File: src/tpcf_pkg.sv
// Shared constants, register codes and helpers for the track panel crossing finder.
// No dependencies; used by tpcf_div, track_panel_crossing_finder and the testbench.
`default_nettype none

package tpcf_pkg;

	// coordinate width and derived widths
	localparam int CW       = 20;
	localparam int PW       = 2 * CW;         // product of two magnitudes
	localparam int YX_W     = 3 * CW;         // height, lower x, upper x
	localparam int Z_W      = 2 * CW;         // lower z, upper z
	localparam int CNT_W    = $clog2(CW);     // divider step counter
	localparam int NPANEL   = 4;
	localparam int PIDX_W   = $clog2(NPANEL);
	localparam int CFG_IDX_W = 3;

	typedef enum logic [CFG_IDX_W-1:0] {
		REG_TOP_YX     = 3'd0,
		REG_TOP_Z      = 3'd1,
		REG_BOTTOM_YX  = 3'd2,
		REG_BOTTOM_Z   = 3'd3,
		REG_ANODE_YX   = 3'd4,
		REG_ANODE_Z    = 3'd5,
		REG_CATHODE_YX = 3'd6,
		REG_CATHODE_Z  = 3'd7
	} reg_idx_t;

	localparam logic [PIDX_W-1:0] PANEL_LAST = PIDX_W'(NPANEL - 1);

	// magnitude of a difference of two CW-bit signed values; always fits CW bits
	function automatic logic [CW-1:0] mag(input logic [CW:0] v);
		logic [CW:0] a;
		a = v[CW] ? (~v + 1'b1) : v;
		return a[CW-1:0];
	endfunction

	// signed difference a - b, one bit wider
	function automatic logic [CW:0] sdiff(input logic [CW-1:0] a, input logic [CW-1:0] b);
		return {a[CW-1], a} - {b[CW-1], b};
	endfunction

endpackage

`default_nettype wire

File: src/tpcf_div.sv
// Radix-2 restoring divider: one quotient bit per cycle, CW steps.
// Uses tpcf_pkg; the high half of the dividend must be below the divisor.
`default_nettype none

module tpcf_div (
	input  wire logic                     clk,
	input  wire logic                     arst_n,
	input  wire logic                     start,
	input  wire logic [tpcf_pkg::PW-1:0]  dividend,
	input  wire logic [tpcf_pkg::CW-1:0]  divisor,
	output logic                          done,
	output logic [tpcf_pkg::CW-1:0]       quotient
);

	logic                          busy_q;
	logic                          done_q;
	logic [tpcf_pkg::CNT_W-1:0]    cnt_q;
	logic [tpcf_pkg::CW-1:0]       rem_q;
	logic [tpcf_pkg::CW-1:0]       low_q;   // dividend bits shift out, quotient bits shift in
	logic [tpcf_pkg::CW-1:0]       dvs_q;

	logic [tpcf_pkg::CW:0]         trial;
	logic [tpcf_pkg::CW:0]         diff;
	logic                          qbit;

	assign trial = {rem_q, low_q[tpcf_pkg::CW-1]};
	assign diff  = trial - {1'b0, dvs_q};
	assign qbit  = ~diff[tpcf_pkg::CW];

	always_ff @(posedge clk or negedge arst_n) begin
		if (!arst_n) begin
			busy_q <= 1'b0;
			done_q <= 1'b0;
			cnt_q  <= '0;
		end else begin
			done_q <= 1'b0;
			if (start) begin
				busy_q <= 1'b1;
				cnt_q  <= '0;
			end else if (busy_q) begin
				cnt_q <= cnt_q + 1'b1;
				if (cnt_q == tpcf_pkg::CNT_W'(tpcf_pkg::CW - 1)) begin
					busy_q <= 1'b0;
					done_q <= 1'b1;
				end
			end
		end
	end

	always_ff @(posedge clk) begin
		if (start) begin
			rem_q <= dividend[tpcf_pkg::PW-1:tpcf_pkg::CW];
			low_q <= dividend[tpcf_pkg::CW-1:0];
			dvs_q <= divisor;
		end else if (busy_q) begin
			rem_q <= qbit ? diff[tpcf_pkg::CW-1:0] : trial[tpcf_pkg::CW-1:0];
			low_q <= {low_q[tpcf_pkg::CW-2:0], qbit};
		end
	end

	assign done     = done_q;
	assign quotient = low_q;

endmodule

`default_nettype wire

File: src/track_panel_crossing_finder.sv
// Top level: point intake, panel registers, segment/panel sequencer and result register.
// Uses tpcf_pkg and one tpcf_div for both crossing coordinates.
//
//  channel  | handshake            | payload
//  ---------+----------------------+---------------------------------------------
//  in       | in_valid / in_ready  | pos_x, pos_y, pos_z, first_point, last_point
//  out      | out_valid / out_ready| hit, panel, cross_x, cross_y, cross_z
//  cfg      | cfg_valid / cfg_ready| cfg_index, cfg_data
//
// When no segment is tested, a point passes from idle straight to the done state. Each
// panel gets a range check, plus, when the plane is reached, a multiply and a 20-step
// divide for x, then for z, then the box test. in_ready is high only while idle. The
// result register holds a finished result until taken; a last point waits for it to
// empty. cfg_ready is always high.
`default_nettype none

module track_panel_crossing_finder (
	input  wire logic                            clk,
	input  wire logic                            arst_n,
	input  wire logic                            in_valid,
	output logic                                 in_ready,
	input  wire logic [tpcf_pkg::CW-1:0]         pos_x,
	input  wire logic [tpcf_pkg::CW-1:0]         pos_y,
	input  wire logic [tpcf_pkg::CW-1:0]         pos_z,
	input  wire logic                            first_point,
	input  wire logic                            last_point,
	output logic                                 out_valid,
	input  wire logic                            out_ready,
	output logic                                 hit,
	output logic [tpcf_pkg::PIDX_W-1:0]          panel,
	output logic [tpcf_pkg::CW-1:0]              cross_x,
	output logic [tpcf_pkg::CW-1:0]              cross_y,
	output logic [tpcf_pkg::CW-1:0]              cross_z,
	input  wire logic                            cfg_valid,
	output logic                                 cfg_ready,
	input  wire logic [tpcf_pkg::CFG_IDX_W-1:0]  cfg_index,
	input  wire logic [tpcf_pkg::YX_W-1:0]       cfg_data
);

	typedef enum logic [5:0] {
		ST_IDLE  = 6'b000001,
		ST_CHECK = 6'b000010,
		ST_MUL   = 6'b000100,
		ST_DIV   = 6'b001000,
		ST_TEST  = 6'b010000,
		ST_DONE  = 6'b100000
	} state_t;

	state_t state_q;

	// panel registers
	logic [tpcf_pkg::YX_W-1:0] panel_yx_q [tpcf_pkg::NPANEL];
	logic [tpcf_pkg::Z_W-1:0]  panel_z_q  [tpcf_pkg::NPANEL];

	// current point and trajectory state
	logic [tpcf_pkg::CW-1:0]     pt_x_q, pt_y_q, pt_z_q;
	logic                        last_q;
	logic [tpcf_pkg::CW-1:0]     prev_x_q, prev_y_q, prev_z_q;
	logic                        have_prev_q;
	logic                        hit_found_q;
	logic [tpcf_pkg::PIDX_W-1:0] hit_panel_q;
	logic [tpcf_pkg::CW-1:0]     hit_x_q, hit_y_q, hit_z_q;

	// segment work registers
	logic [tpcf_pkg::PIDX_W-1:0] pidx_q;
	logic [tpcf_pkg::CW-1:0]     num_mag_q;
	logic [tpcf_pkg::CW-1:0]     dy_mag_q;
	logic                        sel_z_q;
	logic                        dneg_q;
	logic [tpcf_pkg::CW-1:0]     cx_q, cz_q;

	// result register
	logic                        out_valid_q;
	logic                        out_hit_q;
	logic [tpcf_pkg::PIDX_W-1:0] out_panel_q;
	logic [tpcf_pkg::CW-1:0]     out_x_q, out_y_q, out_z_q;

	// selected panel fields
	logic [tpcf_pkg::YX_W-1:0]   cur_yx;
	logic [tpcf_pkg::Z_W-1:0]    cur_z;
	logic signed [tpcf_pkg::CW-1:0] height, xl, xu, zl, zu;

	logic [tpcf_pkg::CW:0]       dy, num, dc;
	logic [tpcf_pkg::CW-1:0]     dy_mag, num_mag, dc_mag;
	logic                        reach;
	logic [tpcf_pkg::PW-1:0]     prod;
	logic                        div_start, div_done;
	logic [tpcf_pkg::CW-1:0]     quo;
	logic [tpcf_pkg::CW-1:0]     base;
	logic [tpcf_pkg::CW:0]       sum;
	logic                        inside_box;
	logic                        in_acc, out_acc, out_load;

	assign in_ready  = (state_q == ST_IDLE);
	assign in_acc    = in_valid && in_ready;
	assign out_acc   = out_valid_q && out_ready;
	assign out_load  = (state_q == ST_DONE) && last_q && (!out_valid_q || out_ready);
	assign cfg_ready = 1'b1;

	assign cur_yx = panel_yx_q[pidx_q];
	assign cur_z  = panel_z_q[pidx_q];
	assign height = cur_yx[tpcf_pkg::YX_W-1:2*tpcf_pkg::CW];
	assign xl     = cur_yx[2*tpcf_pkg::CW-1:tpcf_pkg::CW];
	assign xu     = cur_yx[tpcf_pkg::CW-1:0];
	assign zl     = cur_z[2*tpcf_pkg::CW-1:tpcf_pkg::CW];
	assign zu     = cur_z[tpcf_pkg::CW-1:0];

	// plane reached with t in (0,1]
	assign dy      = tpcf_pkg::sdiff(pt_y_q, prev_y_q);
	assign num     = tpcf_pkg::sdiff(height, prev_y_q);
	assign dy_mag  = tpcf_pkg::mag(dy);
	assign num_mag = tpcf_pkg::mag(num);
	assign reach   = (dy != '0) && (num != '0) && (dy[tpcf_pkg::CW] == num[tpcf_pkg::CW])
		&& (num_mag <= dy_mag);

	// shared multiply ahead of the divider
	assign dc     = sel_z_q ? tpcf_pkg::sdiff(pt_z_q, prev_z_q) : tpcf_pkg::sdiff(pt_x_q, prev_x_q);
	assign dc_mag = tpcf_pkg::mag(dc);
	assign prod   = dc_mag * num_mag_q;
	assign div_start = (state_q == ST_MUL);

	tpcf_div u_div (
		.clk      (clk),
		.arst_n   (arst_n),
		.start    (div_start),
		.dividend (prod),
		.divisor  (dy_mag_q),
		.done     (div_done),
		.quotient (quo)
	);

	// crossing = start point plus or minus the truncated quotient; stays in range
	assign base = sel_z_q ? prev_z_q : prev_x_q;
	assign sum  = dneg_q ? ({base[tpcf_pkg::CW-1], base} - {1'b0, quo})
		: ({base[tpcf_pkg::CW-1], base} + {1'b0, quo});

	assign inside_box = ($signed(cx_q) > xl) && ($signed(cx_q) < xu)
		&& ($signed(cz_q) > zl) && ($signed(cz_q) < zu);

	// configuration writes
	always_ff @(posedge clk or negedge arst_n) begin
		if (!arst_n) begin
			panel_yx_q <= '{default: '0};
			panel_z_q  <= '{default: '0};
		end else if (cfg_valid && cfg_ready) begin
			case (cfg_index)
				tpcf_pkg::REG_TOP_YX:     panel_yx_q[0] <= cfg_data;
				tpcf_pkg::REG_TOP_Z:      panel_z_q[0]  <= cfg_data[tpcf_pkg::Z_W-1:0];
				tpcf_pkg::REG_BOTTOM_YX:  panel_yx_q[1] <= cfg_data;
				tpcf_pkg::REG_BOTTOM_Z:   panel_z_q[1]  <= cfg_data[tpcf_pkg::Z_W-1:0];
				tpcf_pkg::REG_ANODE_YX:   panel_yx_q[2] <= cfg_data;
				tpcf_pkg::REG_ANODE_Z:    panel_z_q[2]  <= cfg_data[tpcf_pkg::Z_W-1:0];
				tpcf_pkg::REG_CATHODE_YX: panel_yx_q[3] <= cfg_data;
				tpcf_pkg::REG_CATHODE_Z:  panel_z_q[3]  <= cfg_data[tpcf_pkg::Z_W-1:0];
				default: ;
			endcase
		end
	end

	// sequencer and control state
	always_ff @(posedge clk or negedge arst_n) begin
		if (!arst_n) begin
			state_q     <= ST_IDLE;
			have_prev_q <= 1'b0;
			hit_found_q <= 1'b0;
			out_valid_q <= 1'b0;
			pidx_q      <= '0;
			sel_z_q     <= 1'b0;
		end else begin
			// a new result may replace the one taken in the same cycle
			if (out_load) begin
				out_valid_q <= 1'b1;
			end else if (out_acc) begin
				out_valid_q <= 1'b0;
			end
			case (state_q)
				ST_IDLE: begin
					if (in_acc) begin
						pidx_q <= '0;
						if (first_point) begin
							have_prev_q <= 1'b0;
							hit_found_q <= 1'b0;
						end
						if (have_prev_q && !first_point && !hit_found_q) begin
							state_q <= ST_CHECK;
						end else begin
							state_q <= ST_DONE;
						end
					end
				end
				ST_CHECK: begin
					sel_z_q <= 1'b0;
					if (reach) begin
						state_q <= ST_MUL;
					end else if (pidx_q == tpcf_pkg::PANEL_LAST) begin
						state_q <= ST_DONE;
					end else begin
						pidx_q <= pidx_q + 1'b1;
					end
				end
				ST_MUL: begin
					state_q <= ST_DIV;
				end
				ST_DIV: begin
					if (div_done) begin
						if (sel_z_q) begin
							state_q <= ST_TEST;
						end else begin
							sel_z_q <= 1'b1;
							state_q <= ST_MUL;
						end
					end
				end
				ST_TEST: begin
					if (inside_box) begin
						hit_found_q <= 1'b1;
						state_q     <= ST_DONE;
					end else if (pidx_q == tpcf_pkg::PANEL_LAST) begin
						state_q <= ST_DONE;
					end else begin
						pidx_q  <= pidx_q + 1'b1;
						state_q <= ST_CHECK;
					end
				end
				ST_DONE: begin
					if (!last_q) begin
						have_prev_q <= 1'b1;
						state_q     <= ST_IDLE;
					end else if (out_load) begin
						have_prev_q <= 1'b0;
						hit_found_q <= 1'b0;
						state_q     <= ST_IDLE;
					end
				end
				default: state_q <= ST_IDLE;
			endcase
		end
	end

	// payload registers
	always_ff @(posedge clk) begin
		if (in_acc) begin
			pt_x_q <= pos_x;
			pt_y_q <= pos_y;
			pt_z_q <= pos_z;
			last_q <= last_point;
		end
		if ((state_q == ST_CHECK) && reach) begin
			num_mag_q <= num_mag;
			dy_mag_q  <= dy_mag;
		end
		if (state_q == ST_MUL) begin
			dneg_q <= dc[tpcf_pkg::CW];
		end
		if ((state_q == ST_DIV) && div_done) begin
			if (sel_z_q) begin
				cz_q <= sum[tpcf_pkg::CW-1:0];
			end else begin
				cx_q <= sum[tpcf_pkg::CW-1:0];
			end
		end
		if ((state_q == ST_TEST) && inside_box) begin
			hit_panel_q <= pidx_q;
			hit_x_q     <= cx_q;
			hit_y_q     <= height;
			hit_z_q     <= cz_q;
		end
		if ((state_q == ST_DONE) && !last_q) begin
			prev_x_q <= pt_x_q;
			prev_y_q <= pt_y_q;
			prev_z_q <= pt_z_q;
		end
		if (out_load) begin
			out_hit_q   <= hit_found_q;
			out_panel_q <= hit_found_q ? hit_panel_q : '0;
			out_x_q     <= hit_found_q ? hit_x_q : '0;
			out_y_q     <= hit_found_q ? hit_y_q : '0;
			out_z_q     <= hit_found_q ? hit_z_q : '0;
		end
	end

	assign out_valid = out_valid_q;
	assign hit       = out_hit_q;
	assign panel     = out_panel_q;
	assign cross_x   = out_x_q;
	assign cross_y   = out_y_q;
	assign cross_z   = out_z_q;

endmodule

`default_nettype wire

File: config.mk
export PLATFORM = sky130hd
export DESIGN_NAME = track_panel_crossing_finder
export DESIGN_NICKNAME = d
export VERILOG_FILES = /design/src/tpcf_pkg.sv /design/src/tpcf_div.sv /design/src/track_panel_crossing_finder.sv
export SDC_FILE = /design/constraint.sdc
export NUM_CORES = 2
export LEC_CHECK = 0
export BUFFER_PORTS_ARGS = -buffer_cell sky130_fd_sc_hd__buf_2
export CORE_ASPECT_RATIO = 0.6
export CORE_UTILIZATION = 50
export DETAILED_ROUTE_END_ITERATION = 8
export PLACE_DENSITY = 0.67
export SYNTH_ARGS = -nofsm -noshare
export SYNTH_HDL_FRONTEND = slang
export SYNTH_SLANG_ARGS = --single-unit
File: constraint.sdc
create_clock -name clk -period 30.5 [get_ports clk]
set_input_delay 3.05 -clock clk [delete_from_list [all_inputs] [get_ports clk]]
set_output_delay 3.05 -clock clk [all_outputs]
set_load 0.01 [all_outputs]
==> impl_metrics.yaml <==
yosys:
  ys.flop_type: "dfrtp_1"
  yosysSeqAreaShare: 0.399
  syn-instance-count: 4795
  synth-edff-count: 387
  synth_mux_area_frac: 0.130
  async_reset_ff_frac: 0.520
  combinational_family_with_the_most_area_after_synthesis: "adder cells"
  synth.distinct_cells: 90
  yosys-top-cells-area: "edfxtp_1, dfrtp_1, fa_1"
  ys_ff_latch: 806
  synth-adder-area-share: 0.202
  synthSimpleGateAreaFrac: 0.106
  synth_largest_area_cell: "edfxtp_1"
  post_synth.cell_area_avg_um2: 11.5
  synth-warning-count: 0
  synthesis.area_um2: 55400
  synth_top_area_frac: 0.210
  synth_compound_gate_area_share: 0.0807
  synthXorXnorAreaFrac: 0.0288
  syn-num-nets: 5624
worst_setup_path:
  worst_path_max_delay_cell: "nor4_1"
  setup.worst_path.end_class: "flop"
  timing.critical_path.from_type: "flop"
  worst_path_largest_cell_delay_ps: 760
  crit_arrival_ps: 11850
  path_delay_family: "adder cells"
  critPathBufInv: 4
  worst-path-stages: 33
  r2r-start: "prev_z_q[0]"
  r2r_slack_ps: 19180
  crit_path_max_fanout: 12
  cp.required_ps: 31020
  r2r_depth: 33
  crit_path_frequent_cell: "fa_1"
  worstSetupEndpoint: "u_div.rem_q[18]"
  timing.critical_path.from: "prev_z_q[0]"
  worstReg2RegEnd: "u_div.rem_q[18]"
  setup.worst_path.class: "reg -> reg"
route:
  routedWlPerCell_um: 22.7
  ant_nets: 0
  drcViolationCount: 0
  route.detailed.vias_per_inst: 5.83
  drt-total-wl_mm: 147
  dr_total_vias: 37800
  dr.first_iter.drc_count: 3482
  first_pass_detailed_route_iteration_total: 6
global_route:
  grt-ovfl-total: 0
  via_count_of_the_first_global_routing_pass: 37300
  grt.total_usage: 0.266
  antenna_violations_before_repair: 6
  grt_pass1_wl_mm: 227
  maximum_number_of_pins_on_one_net_before_global_route_repair: 76
timing:
  rsz_0062_raised_after_global_routing: "no"
  setup-tns-final_ps: 0
  finalMaxSlewViolations: 0
  clock-skew-final_ps: 40.4
  setup_viol: 0
  maxSlewHeadroom: 0.186
  timing.final.crit_period_ps: 11320
  final_hold_violation_count: 0
  final_critical_path_share_of_the_clock_period: 0.371
  max_freq_mhz: 88.3
  tightest_slew_ps: 1220
cts:
  cts_setup_buffers: 0
  clock_tree.htree_level_count: 3
  worst_skew_pair.late_latency_ps: 690
  holdBufCountCts: 0
  cts_tree: "yes"
  max-clock-path-buffers: 3
  clk_root_buffer_cell: "clkbuf_16"
  clkSlewWorstSetupHoldPaths_ps: 70
  numClockSinks: 806
  cts_buffers: 78
  cts.repair.resized: 0
placement:
  detailed_place_hpwl_mm: 109
  place_congestion: 0.937
  portBuffers: 194
  detailed_place.area_um2: 58000
floorplanning:
  die_ar_um2: 112000
  ioPinCount: 196
  floorplan.initialDensity: 0.505
  num_rows: 94
  die_span_x_um: 432
  dieHeight_um: 260
  fp.coreArea_um2: 110000
hold_path:
  timing.hold.worst.class: "reg -> reg"
run_status:
  run_status: "completed"
finish:
  finalCoreUtilization: 0.553
  ratio_of_cells_with_drive_above_1_in_the_final_layout: 0.191
  postLayoutCellArea_um2: 60600
  layout.nets: 5753
  synthToLayoutAreaGrowth_pct: 9.54
flow_run:
  drv_cap: 0
Yosys cell counts (98+ instances only):
| library cell | n |
|---|---|
| inv_1 | 571 |
| dfrtp_1 | 418 |
| mux2_2 | 406 |
| edfxtp_1 | 387 |
| ha_1 | 373 |
| fa_1 | 326 |
| nand2_1 | 267 |
| and2_1 | 243 |
| clkbuf_1 | 169 |
| nor2_1 | 166 |
| a21oi_1 | 154 |
| o21ai_0 | 151 |
| xnor2_1 | 115 |
| mux4_2 | 100 |
| nand3_1 | 98 |
area by class of cell:
type | count | area (µm²)
Fill cell | 9343 | 49000
Multi-Input combinational cell | 3208 | 30400
Sequential cell | 806 | 22100
Clock buffer | 111 | 2240
Inverter | 572 | 2150
Tap cell | 1488 | 1860
Timing Repair Buffer | 258 | 1470
Clock inverter | 34 | 399
Antenna cell | 6 | 15.0
worst min path at each step:
| stage | cells after the start | start | slack [ps] | to |
|---|---|---|---|---|
| 6_report | 0 | dy_mag_q[19] | 410 | u_div.dvs_q[19] |
| 5_1_grt | 0 | dy_mag_q[0] | 410 | u_div.dvs_q[0] |
| 4_1_cts | 0 | dy_mag_q[0] | 410 | u_div.dvs_q[0] |
| 2_1_floorplan | 0 | dy_mag_q[0] | 400 | u_div.dvs_q[0] |
| 3_3_place_gp | 0 | dy_mag_q[14] | 400 | u_div.dvs_q[14] |
| 3_5_place_dp | 0 | dy_mag_q[9] | 400 | u_div.dvs_q[9] |
worst register-to-register path, delay by kind of cell (launching register included):
family                   cells  cell delay, ps
AO/OA/AOI/OAI               10            3400
adder cells (fa/ha/maj)     10            4400
buffers and inverters        4             200
flip-flops                   1             390
multiplexers                 1             240
AND/OR/NAND/NOR              8            2510
stage by stage:
stage                     cells  hold WS (ps)  setup WS [ps]
after detailed placement   6332           405          19490
final                      6483           414          19180
after global placement     6332           403          19640
after global routing       6481           412          18540
after floorplan            4795           400          20910
after CTS                  6477           408          19420
state kept, by name, summed over array words and instances (netlist names), 5 cells and up:
register,count
cross_y,20
u_div.quotient,20
pt_y_q,20
u_div.cnt_q,5
prev_z_q,20
num_mag_q,20
panel_z_q,160
cx_q,20
cross_x,20
cz_q,20
state_q,6
panel_yx_q,240
hit_y_q,20
prev_y_q,20
dy_mag_q,20
prev_x_q,20
hit_x_q,20
pt_z_q,20
u_div.rem_q,20
u_div.dvs_q,20
hit_z_q,20
pt_x_q,20
cross_z,20
kinds of logic after synthesis:
| logic type | count (synthesis) |
|---|---|
| flip-flops | 806 |
| adder cells (fa/ha/maj) | 699 |
| other | 1 |
| multiplexers | 541 |
| XOR/XNOR | 182 |
| AO/OA/AOI/OAI | 675 |
| buffers and inverters | 781 |
| AND/OR/NAND/NOR | 1110 |
cells in the final DEF, fill, tap and decap left out, drive strengths merged, types with 32 or more instances in the layout:
| master | count |
|---|---|
| a211oi | 36 |
| a21o | 70 |
| a21oi | 156 |
| and2 | 243 |
| and3 | 39 |
| buf | 258 |
| clkbuf | 111 |
| dfrtp | 418 |
| edfxtp | 387 |
| fa | 326 |
| ha | 373 |
| inv | 580 |
| mux2 | 406 |
| mux2i | 35 |
| mux4 | 100 |
| nand2 | 267 |
| nand3 | 99 |
| nand4 | 35 |
| nor2 | 166 |
| nor2b | 32 |
| nor3 | 66 |
| o21a | 33 |
| o21ai | 167 |
| xnor2 | 115 |
| xor2 | 67 |
metal layers:
metal  wire, µm  GRT usage  part of all wire
met2      60000      0.367              0.41
met4       2840     0.0571             0.019
met5         22          0           0.00015
met3      13500     0.0683             0.092
met1      70900      0.416              0.48
Power is not shown: default switching activity piles up to over one toggle a cycle in this logic, so the estimate is an artifact.
